[src/rtl/otq_pkg.sv]
// Shared types and codes of the ordered timer queue.
package otq_pkg;

  localparam int unsigned TimeW   = 56;
  localparam int unsigned PeriodW = 40;
  localparam int unsigned TagW    = 32;
  localparam int unsigned MaxOut  = 16;
  localparam int unsigned ResIdxW = 4;
  localparam int unsigned ResCntW = 5;

  localparam logic [1:0] MODE_ADD    = 2'd0;
  localparam logic [1:0] MODE_CANCEL = 2'd1;
  localparam logic [1:0] MODE_TICK   = 2'd2;

  localparam logic [2:0] KIND_ADDED    = 3'd0;
  localparam logic [2:0] KIND_REJECTED = 3'd1;
  localparam logic [2:0] KIND_CANCEL   = 3'd2;
  localparam logic [2:0] KIND_EXPIRED  = 3'd3;
  localparam logic [2:0] KIND_NONE     = 3'd4;

  typedef struct packed {
    logic [TimeW-1:0]   expiry;
    logic [PeriodW-1:0] period;
    logic [TagW-1:0]    tag;
  } entry_t;

  typedef struct packed {
    logic [2:0]      kind;
    logic [3:0]      slot;
    logic [TagW-1:0] tag;
    logic            ec;
    logic            cf;
  } res_t;

endpackage

[src/rtl/ordered_timer_queue.sv]
// Top level of the ordered timer queue: sequencer, valid bits and output register.
//
// Input beats (in_valid_i/in_ready_o) carry an add, a cancel or a tick; output
// beats (out_valid_o/out_ready_i) carry the results. The block works on one
// item at a time. Deadlines, periods and tags live in a table memory with one
// write port and one registered read port; every search is a sweep over the
// table, one slot a cycle. An add takes one sweep and a write step; a cancel
// takes a lookup (read, then check) and one sweep for the new earliest
// deadline. A tick takes one sweep and one write-back per expired timer, then
// a sweep that finds nothing due (left out once sixteen have expired) and one
// final sweep. Each item is accepted in the idle state. The results of an
// item are collected in a buffer and then delivered at one beat a cycle while
// the receiver is ready, each carrying the earliest deadline after the whole
// item. A stalled receiver holds the output register; the next item is taken
// as soon as the block is idle, even while the last result still waits.
// Reset clears all valid bits and the tag counter; the table contents need no
// clearing.
module ordered_timer_queue #(
  parameter int unsigned TIMER_SLOTS = 16
) (
  input  logic                       clk_i,
  input  logic                       rst_ni,
  input  logic                       in_valid_i,
  output logic                       in_ready_o,
  input  logic [1:0]                 mode_i,
  input  logic [otq_pkg::TimeW-1:0]  when_time_i,
  input  logic [otq_pkg::PeriodW-1:0] interval_us_i,
  input  logic [3:0]                 target_slot_i,
  input  logic [otq_pkg::TagW-1:0]   target_tag_i,
  input  logic [otq_pkg::TimeW-1:0]  now_time_i,
  output logic                       out_valid_o,
  input  logic                       out_ready_i,
  output logic [2:0]                 result_kind_o,
  output logic [3:0]                 out_slot_o,
  output logic [otq_pkg::TagW-1:0]   out_tag_o,
  output logic                       became_first_o,
  output logic                       cancel_found_o,
  output logic                       next_valid_o,
  output logic [otq_pkg::TimeW-1:0]  next_deadline_o,
  output logic                       last_o
);
  import otq_pkg::*;

  localparam int unsigned IW = (TIMER_SLOTS > 1) ? $clog2(TIMER_SLOTS) : 1;
  localparam logic [IW-1:0] LastIdx = IW'(TIMER_SLOTS - 1);

  typedef enum logic [2:0] {
    ST_IDLE, ST_SCAN, ST_ADD_WR, ST_CAN_RD, ST_CAN_CHK, ST_TICK_WR, ST_EMIT
  } state_e;

  state_e state_q;

  // Control state.
  logic                  iss_q, rd_v_q, end_q, scan_due_q;
  logic                  best_any_q, free_found_q;
  logic [TIMER_SLOTS-1:0] valid_q, done_q;
  logic [TagW-1:0]       tag_ctr_q;
  logic [ResCntW-1:0]    cnt_q;
  logic [ResIdxW-1:0]    emit_idx_q;
  logic                  out_valid_q;

  // Datapath registers.
  logic [1:0]            op_q;
  logic [TimeW-1:0]      when_q, now_q;
  logic [PeriodW-1:0]    per_q;
  logic [3:0]            tslot_q;
  logic [TagW-1:0]       ttag_q;
  logic                  trange_q;
  logic [IW-1:0]         addr_q, rd_idx_q, free_idx_q, best_idx_q;
  logic [TimeW-1:0]      best_time_q;
  logic [PeriodW-1:0]    best_per_q;
  logic [TagW-1:0]       best_tag_q;
  logic                  nv_q;
  logic [TimeW-1:0]      nd_q;
  res_t                  out_res_q;
  logic                  out_nv_q, out_last_q;
  logic [TimeW-1:0]      out_nd_q;

  // Memory and buffer connections.
  logic                  mem_we;
  logic [IW-1:0]         mem_waddr, mem_raddr, taddr;
  entry_t                mem_wdata, rdata;
  logic                  rb_we;
  logic [ResIdxW-1:0]    rb_raddr;
  res_t                  rb_wdata, rb_rdata;

  logic                  accept, cand, better, is_free, add_ec, can_hit, emit_load, emit_last;
  logic [TimeW:0]        rearm_sum;
  logic [TimeW-1:0]      rearm_time;
  logic [TagW-1:0]       tag_next;

  assign in_ready_o = (state_q == ST_IDLE);
  assign accept     = in_valid_i && in_ready_o;
  assign taddr      = IW'(tslot_q);
  assign tag_next   = tag_ctr_q + TagW'(1);

  // Candidate selection on the word that returns from the table.
  always_comb begin
    if (scan_due_q) begin
      cand = valid_q[rd_idx_q] && !done_q[rd_idx_q] && (rdata.expiry <= now_q);
    end else begin
      cand = valid_q[rd_idx_q];
    end
    better  = rd_v_q && cand && (!best_any_q || (rdata.expiry < best_time_q));
    is_free = rd_v_q && !valid_q[rd_idx_q] && !free_found_q;
  end

  assign add_ec     = !best_any_q || (when_q < best_time_q);
  assign can_hit    = trange_q && valid_q[taddr] && (rdata.tag == ttag_q);
  assign rearm_sum  = {1'b0, now_q} + {{(TimeW + 1 - PeriodW){1'b0}}, best_per_q};
  assign rearm_time = rearm_sum[TimeW] ? {TimeW{1'b1}} : rearm_sum[TimeW-1:0];
  assign emit_load  = (state_q == ST_EMIT) && (!out_valid_q || out_ready_i);
  assign emit_last  = (ResCntW'(emit_idx_q) + ResCntW'(1)) == cnt_q;
  // The buffer read runs one beat ahead so that the next beat is ready on load.
  assign rb_raddr   = (emit_load && !emit_last) ? emit_idx_q + ResIdxW'(1) : emit_idx_q;

  // Table accesses and result writes.
  always_comb begin
    mem_we    = 1'b0;
    mem_waddr = best_idx_q;
    mem_wdata = '{expiry: rearm_time, period: best_per_q, tag: best_tag_q};
    mem_raddr = (state_q == ST_CAN_RD) ? taddr : addr_q;
    rb_we     = 1'b0;
    rb_wdata  = '{kind: KIND_NONE, slot: 4'd0, tag: '0, ec: 1'b0, cf: 1'b0};
    case (state_q)
      ST_ADD_WR: begin
        rb_we = 1'b1;
        if (free_found_q) begin
          mem_we    = 1'b1;
          mem_waddr = free_idx_q;
          mem_wdata = '{expiry: when_q, period: per_q, tag: tag_next};
          rb_wdata  = '{kind: KIND_ADDED, slot: 4'(free_idx_q), tag: tag_next,
                        ec: add_ec, cf: 1'b0};
        end else begin
          rb_wdata  = '{kind: KIND_REJECTED, slot: 4'd0, tag: '0, ec: 1'b0, cf: 1'b0};
        end
      end
      ST_CAN_CHK: begin
        rb_we    = 1'b1;
        rb_wdata = '{kind: KIND_CANCEL, slot: tslot_q, tag: ttag_q, ec: 1'b0, cf: can_hit};
      end
      ST_TICK_WR: begin
        mem_we   = (best_per_q != '0);
        rb_we    = 1'b1;
        rb_wdata = '{kind: KIND_EXPIRED, slot: 4'(best_idx_q), tag: best_tag_q,
                     ec: 1'b0, cf: 1'b0};
      end
      ST_SCAN: begin
        // A tick that found nothing due reports so in a single beat.
        rb_we = end_q && scan_due_q && !best_any_q && (cnt_q == '0);
      end
      default: ;
    endcase
  end

  otq_mem #(.Depth(TIMER_SLOTS), .AddrW(IW)) u_mem (
    .clk_i   (clk_i),
    .we_i    (mem_we),
    .waddr_i (mem_waddr),
    .wdata_i (mem_wdata),
    .raddr_i (mem_raddr),
    .rdata_o (rdata)
  );

  otq_rbuf u_rbuf (
    .clk_i   (clk_i),
    .we_i    (rb_we),
    .waddr_i (cnt_q[ResIdxW-1:0]),
    .wdata_i (rb_wdata),
    .raddr_i (rb_raddr),
    .rdata_o (rb_rdata)
  );

  // Sequencer and control state.
  always_ff @(posedge clk_i or negedge rst_ni) begin
    if (!rst_ni) begin
      state_q      <= ST_IDLE;
      iss_q        <= 1'b0;
      rd_v_q       <= 1'b0;
      end_q        <= 1'b0;
      scan_due_q   <= 1'b0;
      best_any_q   <= 1'b0;
      free_found_q <= 1'b0;
      valid_q      <= '0;
      done_q       <= '0;
      tag_ctr_q    <= '0;
      cnt_q        <= '0;
      emit_idx_q   <= '0;
      out_valid_q  <= 1'b0;
    end else begin
      if (emit_load) begin
        out_valid_q <= 1'b1;
      end else if (out_ready_i) begin
        out_valid_q <= 1'b0;
      end
      case (state_q)
        ST_IDLE: begin
          if (accept) begin
            cnt_q        <= '0;
            emit_idx_q   <= '0;
            done_q       <= '0;
            best_any_q   <= 1'b0;
            free_found_q <= 1'b0;
            iss_q        <= 1'b1;
            rd_v_q       <= 1'b0;
            end_q        <= 1'b0;
            scan_due_q   <= (mode_i == MODE_TICK);
            case (mode_i)
              MODE_ADD:    state_q <= ST_SCAN;
              MODE_CANCEL: state_q <= ST_CAN_RD;
              MODE_TICK:   state_q <= ST_SCAN;
              default:     state_q <= ST_IDLE;
            endcase
          end
        end
        ST_CAN_RD: state_q <= ST_CAN_CHK;
        ST_CAN_CHK: begin
          if (can_hit) begin
            valid_q[taddr] <= 1'b0;
          end
          cnt_q      <= ResCntW'(1);
          scan_due_q <= 1'b0;
          state_q    <= ST_SCAN;
        end
        ST_SCAN: begin
          if (end_q) begin
            iss_q  <= 1'b1;
            rd_v_q <= 1'b0;
            end_q  <= 1'b0;
            if (scan_due_q) begin
              if (best_any_q) begin
                state_q <= ST_TICK_WR;
              end else begin
                if (cnt_q == '0) begin
                  cnt_q <= ResCntW'(1);
                end
                scan_due_q <= 1'b0;
                best_any_q <= 1'b0;
              end
            end else if (op_q == MODE_ADD) begin
              state_q <= ST_ADD_WR;
            end else begin
              state_q <= ST_EMIT;
            end
          end else begin
            rd_v_q <= iss_q;
            if (iss_q && (addr_q == LastIdx)) begin
              iss_q <= 1'b0;
            end
            end_q <= rd_v_q && (rd_idx_q == LastIdx);
            if (better) begin
              best_any_q <= 1'b1;
            end
            if (is_free) begin
              free_found_q <= 1'b1;
            end
          end
        end
        ST_ADD_WR: begin
          if (free_found_q) begin
            valid_q[free_idx_q] <= 1'b1;
            tag_ctr_q           <= tag_next;
          end
          cnt_q   <= ResCntW'(1);
          state_q <= ST_EMIT;
        end
        ST_TICK_WR: begin
          done_q[best_idx_q] <= 1'b1;
          if (best_per_q == '0) begin
            valid_q[best_idx_q] <= 1'b0;
          end
          cnt_q      <= cnt_q + ResCntW'(1);
          best_any_q <= 1'b0;
          // After the sixteenth expiry the rest wait for the next tick.
          if ((cnt_q + ResCntW'(1)) == ResCntW'(MaxOut)) begin
            scan_due_q <= 1'b0;
          end
          state_q <= ST_SCAN;
        end
        ST_EMIT: begin
          if (emit_load) begin
            if (emit_last) begin
              state_q <= ST_IDLE;
            end else begin
              emit_idx_q <= emit_idx_q + ResIdxW'(1);
            end
          end
        end
        default: state_q <= ST_IDLE;
      endcase
    end
  end

  // Datapath registers.
  always_ff @(posedge clk_i) begin
    if (accept) begin
      op_q     <= mode_i;
      when_q   <= when_time_i;
      per_q    <= interval_us_i;
      tslot_q  <= target_slot_i;
      ttag_q   <= target_tag_i;
      trange_q <= (32'(target_slot_i) < TIMER_SLOTS);
      now_q    <= now_time_i;
    end
    if (state_q != ST_SCAN || end_q) begin
      addr_q <= '0;
    end else if (iss_q && (addr_q != LastIdx)) begin
      addr_q <= addr_q + IW'(1);
    end
    rd_idx_q <= addr_q;
    if (better) begin
      best_time_q <= rdata.expiry;
      best_idx_q  <= rd_idx_q;
      best_per_q  <= rdata.period;
      best_tag_q  <= rdata.tag;
    end
    if (is_free) begin
      free_idx_q <= rd_idx_q;
    end
    if (state_q == ST_ADD_WR) begin
      nv_q <= free_found_q || best_any_q;
      if (free_found_q && add_ec) begin
        nd_q <= when_q;
      end else begin
        nd_q <= best_any_q ? best_time_q : '0;
      end
    end else if ((state_q == ST_SCAN) && end_q && !scan_due_q && (op_q != MODE_ADD)) begin
      nv_q <= best_any_q;
      nd_q <= best_any_q ? best_time_q : '0;
    end
    if (emit_load) begin
      out_res_q  <= rb_rdata;
      out_nv_q   <= nv_q;
      out_nd_q   <= nd_q;
      out_last_q <= emit_last;
    end
  end

  assign out_valid_o     = out_valid_q;
  assign result_kind_o   = out_res_q.kind;
  assign out_slot_o      = out_res_q.slot;
  assign out_tag_o       = out_res_q.tag;
  assign became_first_o  = out_res_q.ec;
  assign cancel_found_o  = out_res_q.cf;
  assign next_valid_o    = out_nv_q;
  assign next_deadline_o = out_nd_q;
  assign last_o          = out_last_q;

endmodule

[src/rtl/otq_mem.sv]
// Timer table memory: one write port, one registered read port.
module otq_mem #(
  parameter int unsigned Depth = 16,
  parameter int unsigned AddrW = 4
) (
  input  logic                 clk_i,
  input  logic                 we_i,
  input  logic [AddrW-1:0]     waddr_i,
  input  otq_pkg::entry_t      wdata_i,
  input  logic [AddrW-1:0]     raddr_i,
  output otq_pkg::entry_t      rdata_o
);
  import otq_pkg::*;

  entry_t mem_q [Depth];

  always_ff @(posedge clk_i) begin
    if (we_i) begin
      mem_q[waddr_i] <= wdata_i;
    end
    rdata_o <= mem_q[raddr_i];
  end

endmodule

[src/rtl/otq_rbuf.sv]
// Result buffer that holds the beats of one item until its summary is known.
module otq_rbuf (
  input  logic                          clk_i,
  input  logic                          we_i,
  input  logic [otq_pkg::ResIdxW-1:0]   waddr_i,
  input  otq_pkg::res_t                 wdata_i,
  input  logic [otq_pkg::ResIdxW-1:0]   raddr_i,
  output otq_pkg::res_t                 rdata_o
);
  import otq_pkg::*;

  res_t buf_q [MaxOut];

  // A read of the entry being written returns the new beat.
  always_ff @(posedge clk_i) begin
    if (we_i) begin
      buf_q[waddr_i] <= wdata_i;
    end
    if (we_i && (waddr_i == raddr_i)) begin
      rdata_o <= wdata_i;
    end else begin
      rdata_o <= buf_q[raddr_i];
    end
  end

endmodule
[config.mk]
export PLATFORM = sky130hd
export DESIGN_NAME = ordered_timer_queue
export DESIGN_NICKNAME = d
export VERILOG_FILES = /design/src/rtl/otq_pkg.sv /design/src/rtl/ordered_timer_queue.sv /design/src/rtl/otq_mem.sv /design/src/rtl/otq_rbuf.sv
export SDC_FILE = /design/constraint.sdc
export NUM_CORES = 2
export LEC_CHECK = 0
export BUFFER_PORTS_ARGS = -buffer_cell sky130_fd_sc_hd__buf_4
export CORE_UTILIZATION = 50
export DETAILED_ROUTE_END_ITERATION = 8
export PLACE_DENSITY = 0.68
export REMOVE_ABC_BUFFERS = 1
export SLEW_MARGIN = 20
export SYNTH_ARGS = -nofsm -noshare
export SYNTH_HDL_FRONTEND = slang
export SYNTH_SLANG_ARGS = --single-unit
[constraint.sdc]
create_clock -name clk_i -period 12.3 [get_ports clk_i]
set_input_delay 0.615 -clock clk_i [delete_from_list [all_inputs] [get_ports clk_i]]
set_output_delay 0.615 -clock clk_i [all_outputs]
set_load 0.02 [all_outputs]
==> results.rst <==
.. list-table::
   :header-rows: 1

   * - Metric
     - Value
   * - Synth Flop Type
     - sky130_fd_sc_hd__edfxtp_1
   * - P per Cell Area
     - 223.2 mW/mm²
   * - Unrepaired setup endpoints after global routing
     - false
   * - Upper clock frequency limit
     - approximately 180 MHz
   * - Clk pin slew, worst setup/hold paths
     - 70 ps
   * - Area taken by flip-flops and latches
     - 0.1006 mm²
   * - CTS buffer count
     - 350
   * - Total number of placement rows
     - 191
   * - Number of sinks on the clock net
     - 3409
   * - Combinational share of power
     - 24.4%
   * - Routability congestion estimate from global placement
     - 0.9275
   * - Total global routing track utilization
     - a little over a quarter
   * - # nets final
     - 10340
   * - Area fraction of the dominant cell type after synthesis
     - 70.07%
   * - Die Width
     - 524.6 µm
   * - Cell with the most instances on the worst path
     - sky130_fd_sc_hd__buf_4
   * - Delay-heaviest family, CP
     - buffers and inverters
   * - Maximum vdd ir drop
     - 0.2769 mV
   * - Clock skew
     - ~91 ps
   * - Critical path cell sequence
     - inv_1, nand3_1, mux2i_4, buf_4, buf_4, buf_4, nand2_1, and3_1, a311oi_1, a311oi_1, a31oi_1
   * - Total area of multi-input combinational cells
     - 0.03367 mm²
   * - Largest area contributor in the synthesized netlist
     - sky130_fd_sc_hd__edfxtp_1
   * - Initial core utilization
     - 50.34%
   * - Number of unique standard cell types used by synthesis
     - 74
   * - Htree depth
     - 5
   * - First-pass GRT wire length
     - about 540 mm
   * - Per-instance average area after synthesis
     - 14.34 µm²
   * - Clock root buffer
     - sky130_fd_sc_hd__clkbuf_16
   * - Max-slew headroom at the worst pin
     - ~17%
   * - Via density per instance
     - 6.130
   * - Cell Count Post-Placement
     - 12960
   * - Fraction of synthesis flops using an asynchronous set or reset pin
     - 2.435%
   * - Startpoint kind of the worst setup timing path
     - register
   * - Sequential Power Share
     - 45.7%
   * - Total net switching power
     - 10.95 mW
   * - Fraction of power spent switching nets
     - 31.45%
   * - EDFF count, synth
     - 3186
   * - Commonest cells post-synth
     - sky130_fd_sc_hd__edfxtp_1 (3186), sky130_fd_sc_hd__nand2_1 (2329), sky130_fd_sc_hd__nand3_1 (676), sky130_fd_sc_hd__clkbuf_1 (444), sky130_fd_sc_hd__and3_1 (279)
   * - Final WS setup
     - 6703 ps
   * - Final HPWL DP
     - 195.3 mm
   * - Post-synthesis to final-layout area growth
     - 14.24%
   * - DRC Markers
     - 0
   * - Final critical-path required period
     - 5597 ps
   * - Total via count after detailed routing
     - 84520
   * - Initial antenna violation count
     - 15
   * - Max Root-Sink Buffers
     - 4
   * - Die Y
     - 524.6 µm
   * - Pre-antenna DRT Iters
     - 6
   * - CTS tree
     - built
   * - Total wire length
     - 365.6 mm
   * - CP Buf/Inv Count
     - 4
   * - Part of the cycle the worst path needs
     - 45.50%
   * - Biggest fanout along the worst timing path
     - 88
   * - Worst setup EP type
     - register
   * - Startpoint-to-endpoint class of the critical path
     - reg -> reg
   * - Port-buffer cells
     - 294
   * - Worst min path class
     - in -> reg
   * - Number of I/O pins
     - 295
   * - Post-CTS Setup Bufs
     - 0
   * - Placeable core region
     - 0.2712 mm²
   * - Top cells by area in the synthesized netlist
     - sky130_fd_sc_hd__edfxtp_1 (70%), sky130_fd_sc_hd__nand2_1 (6.4%), sky130_fd_sc_hd__mux4_2 (3.6%)
   * - Layout filler cell count
     - ~20000
   * - Post-synth design cell area
     - 0.1365 mm²
   * - Pins Over Slew Limit
     - 0
   * - Finished Core Util
     - approximately 58%
   * - Slew at the pin closest to its max-slew limit
     - 1230 ps
   * - Largest net degree at the start of global routing
     - a little under 200
   * - Clock network power share
     - a little under a third
   * - Final setup violation count
     - 0
   * - Most frequently used cell type in the post-synthesis netlist
     - sky130_fd_sc_hd__edfxtp_1
   * - Run status
     - finished clean
   * - Total of warnings raised by yosys
     - 0
   * - Full die area
     - 0.2752 mm²
   * - Yosys reg bits
     - between 3000 and 4000
   * - Violation count after the first detailed-routing iteration
     - between 10000 and 15000
   * - Layout Cells excl Fill
     - 13790
   * - Clk Latency, worst-skew pair
     - 910 ps
   * - Mean routed wirelength per cell
     - between 20 and 30 µm
   * - Leftover overflow at the end of global routing
     - 0
   * - Slowest stage delay, CP
     - 880 ps
   * - Cell type of the slowest stage on the worst timing path
     - sky130_fd_sc_hd__buf_4
   * - Number of nets still failing antenna checks after routing
     - 0
   * - Data arrival, critical path
     - around 6300 ps
   * - Hold_ws
     - about 120 ps
   * - Max Cap Viol
     - 0
   * - Vias in the first global route
     - between 80000 and 90000
   * - Share of cells above drive strength 1
     - 12.23%
   * - Share of synthesized area occupied by flip-flops and latches
     - 73.64%
   * - Cell-internal power
     - 23.87 mW
   * - Hold Violations, Final
     - 0
   * - Worst setup slack before clock tree synthesis
     - about 6800 ps
   * - Synthesized instance count
     - 9525
   * - Total of cells resized after clock tree synthesis
     - 0
   * - Required @ worst endpoint
     - 13030 ps
   * - Leakage power of the design
     - 53.97 nW
[layout make-up]
type | count | area share, %
diodes | 5 | 0.008021
clock buffers | 448 | 6.054
clock inverters | 187 | 1.173
inverters | 148 | 0.3610
multi-input cells | 5398 | 21.59
flip-flops and latches | 3409 | 64.47
well taps | 3570 | 2.864
repair buffers | 622 | 3.484
[final timing paths]
| path | end | depth (start not counted) | slack (ps) | start |
|---|---|---|---|---|
| setup reg to reg | u_mem.rdata_o[79] | 11 | 6700 | state_q[2] |
| min in group asynchronous | tag_ctr_q[11] | 2 | 310 | rst_ni |
| max in group asynchronous | valid_q[2] | 3 | 10760 | rst_ni |
| hold / removal | out_valid_o | 3 | 120 | out_ready_i |
| hold reg to reg | best_per_q[30] | 0 | 400 | u_mem.rdata_o[62] |
| setup / recovery | u_mem.rdata_o[79] | 11 | 6700 | state_q[2] |
[flip-flops by register name (all words and copies together) (netlist names), 5 cells and up, named ones only]
| register | flops |
|---|---|
| now_q | 56 |
| cnt_q | 5 |
| u_mem.mem_q | 2048 |
| out_tag_o | 32 |
| best_time_q | 56 |
| nd_q | 56 |
| valid_q | 16 |
| per_q | 40 |
| best_tag_q | 32 |
| next_deadline_o | 56 |
| when_q | 56 |
| done_q | 16 |
| tag_ctr_q | 32 |
| ttag_q | 32 |
| u_rbuf.buf_q | 656 |
| best_per_q | 40 |
| u_mem.rdata_o | 128 |
[cells by family after synthesis]
group                    Yosys count  synth area share (%)
AO/OA/AOI/OAI                   1109                 6.047
XOR/XNOR                         136                0.8724
adder cells (fa/ha/maj)          215                 1.976
buffers and inverters            718                 2.039
flip-flops                      3409                 73.64
multiplexers                     227                 3.683
AND/OR/NAND/NOR                 3711                 11.74
[cells in the final DEF (no fill, tap or decap), drive strengths merged, types with 8 or more instances in the layout]
| cell | n |
|---|---|
| buf | 431 |
| clkbuf | 448 |
| mux4 | 220 |
| dlygate4sd3 | 191 |
| o211ai | 13 |
| a21oi | 165 |
| xor2 | 39 |
| a21o | 70 |
| inv | 163 |
| o31ai | 12 |
| nand2 | 2329 |
| edfxtp | 3186 |
| or3 | 16 |
| ha | 214 |
| nand4 | 70 |
| nand3 | 676 |
| a311o | 128 |
| a22oi | 13 |
| dfxtp | 140 |
| clkinv | 128 |
| nor2b | 17 |
| and2 | 14 |
| nand2b | 25 |
| nor2 | 206 |
| a311oi | 258 |
| a211oi | 17 |
| dfrtp | 83 |
| o21bai | 8 |
| bufinv | 27 |
| nor4 | 22 |
| a22o | 60 |
| o21a | 17 |
| nor3 | 31 |
| clkinvlp | 17 |
| a221o | 19 |
| and3 | 279 |
| xnor2 | 97 |
| a31oi | 152 |
| o21ai | 124 |
[routing by layer]
metal | track usage (%) | wire, µm
met5 | 0 | 40
met4 | 9.381 | 13340
met3 | 3.568 | 33530
met2 | 41.59 | 172000
met1 | 36.72 | 146700
[worst reg2reg max path, cell delays in order (launching register included)]
cell and delay, ps:
sky130_fd_sc_hd__dfrtp_1 640, sky130_fd_sc_hd__inv_1 370, sky130_fd_sc_hd__nand3_1 600, sky130_fd_sc_hd__mux2i_4 340, sky130_fd_sc_hd__buf_4 530, sky130_fd_sc_hd__buf_4 960
sky130_fd_sc_hd__buf_4 820, sky130_fd_sc_hd__nand2_1 150, sky130_fd_sc_hd__and3_1 210, sky130_fd_sc_hd__a311oi_1 260, sky130_fd_sc_hd__a311oi_1 80, sky130_fd_sc_hd__a31oi_1 530
[power by group through the flow]
| stage | sequential, mW | clock (mW) | combinational, mW |
|---|---|---|---|
| finish | 15.9 | 10.4 | 8.49 |
| global route | 16.0 | 11.0 | 9.21 |
| CTS | 15.9 | 10.5 | 8.39 |
| detailed placement | 16.1 | 0 | 8.29 |
| global placement | 16.1 | 0 | 8.03 |
| floorplan | 15.9 | 0 | 7.24 |
[repair_timing]
action,in CTS,in global routing
endpoints found under the hold margin,213,0
setup endpoints to repair,0,0
hold buffers,191,0
[metrics by stage]
| stage | instance area, µm² | total power [mW] | TNS (ps) |
|---|---|---|---|
| floorplan | 134300 | 23.18 | -2331000 |
| global placement | 142700 | 24.11 | 0 |
| detailed placement | 142700 | 24.40 | 0 |
| CTS | 155900 | 34.83 | 0 |
| global route | 156000 | 36.16 | 0 |
| finish | 156000 | 34.82 | 0 |
No activity file was read; power rests on OpenSTA's default activity.
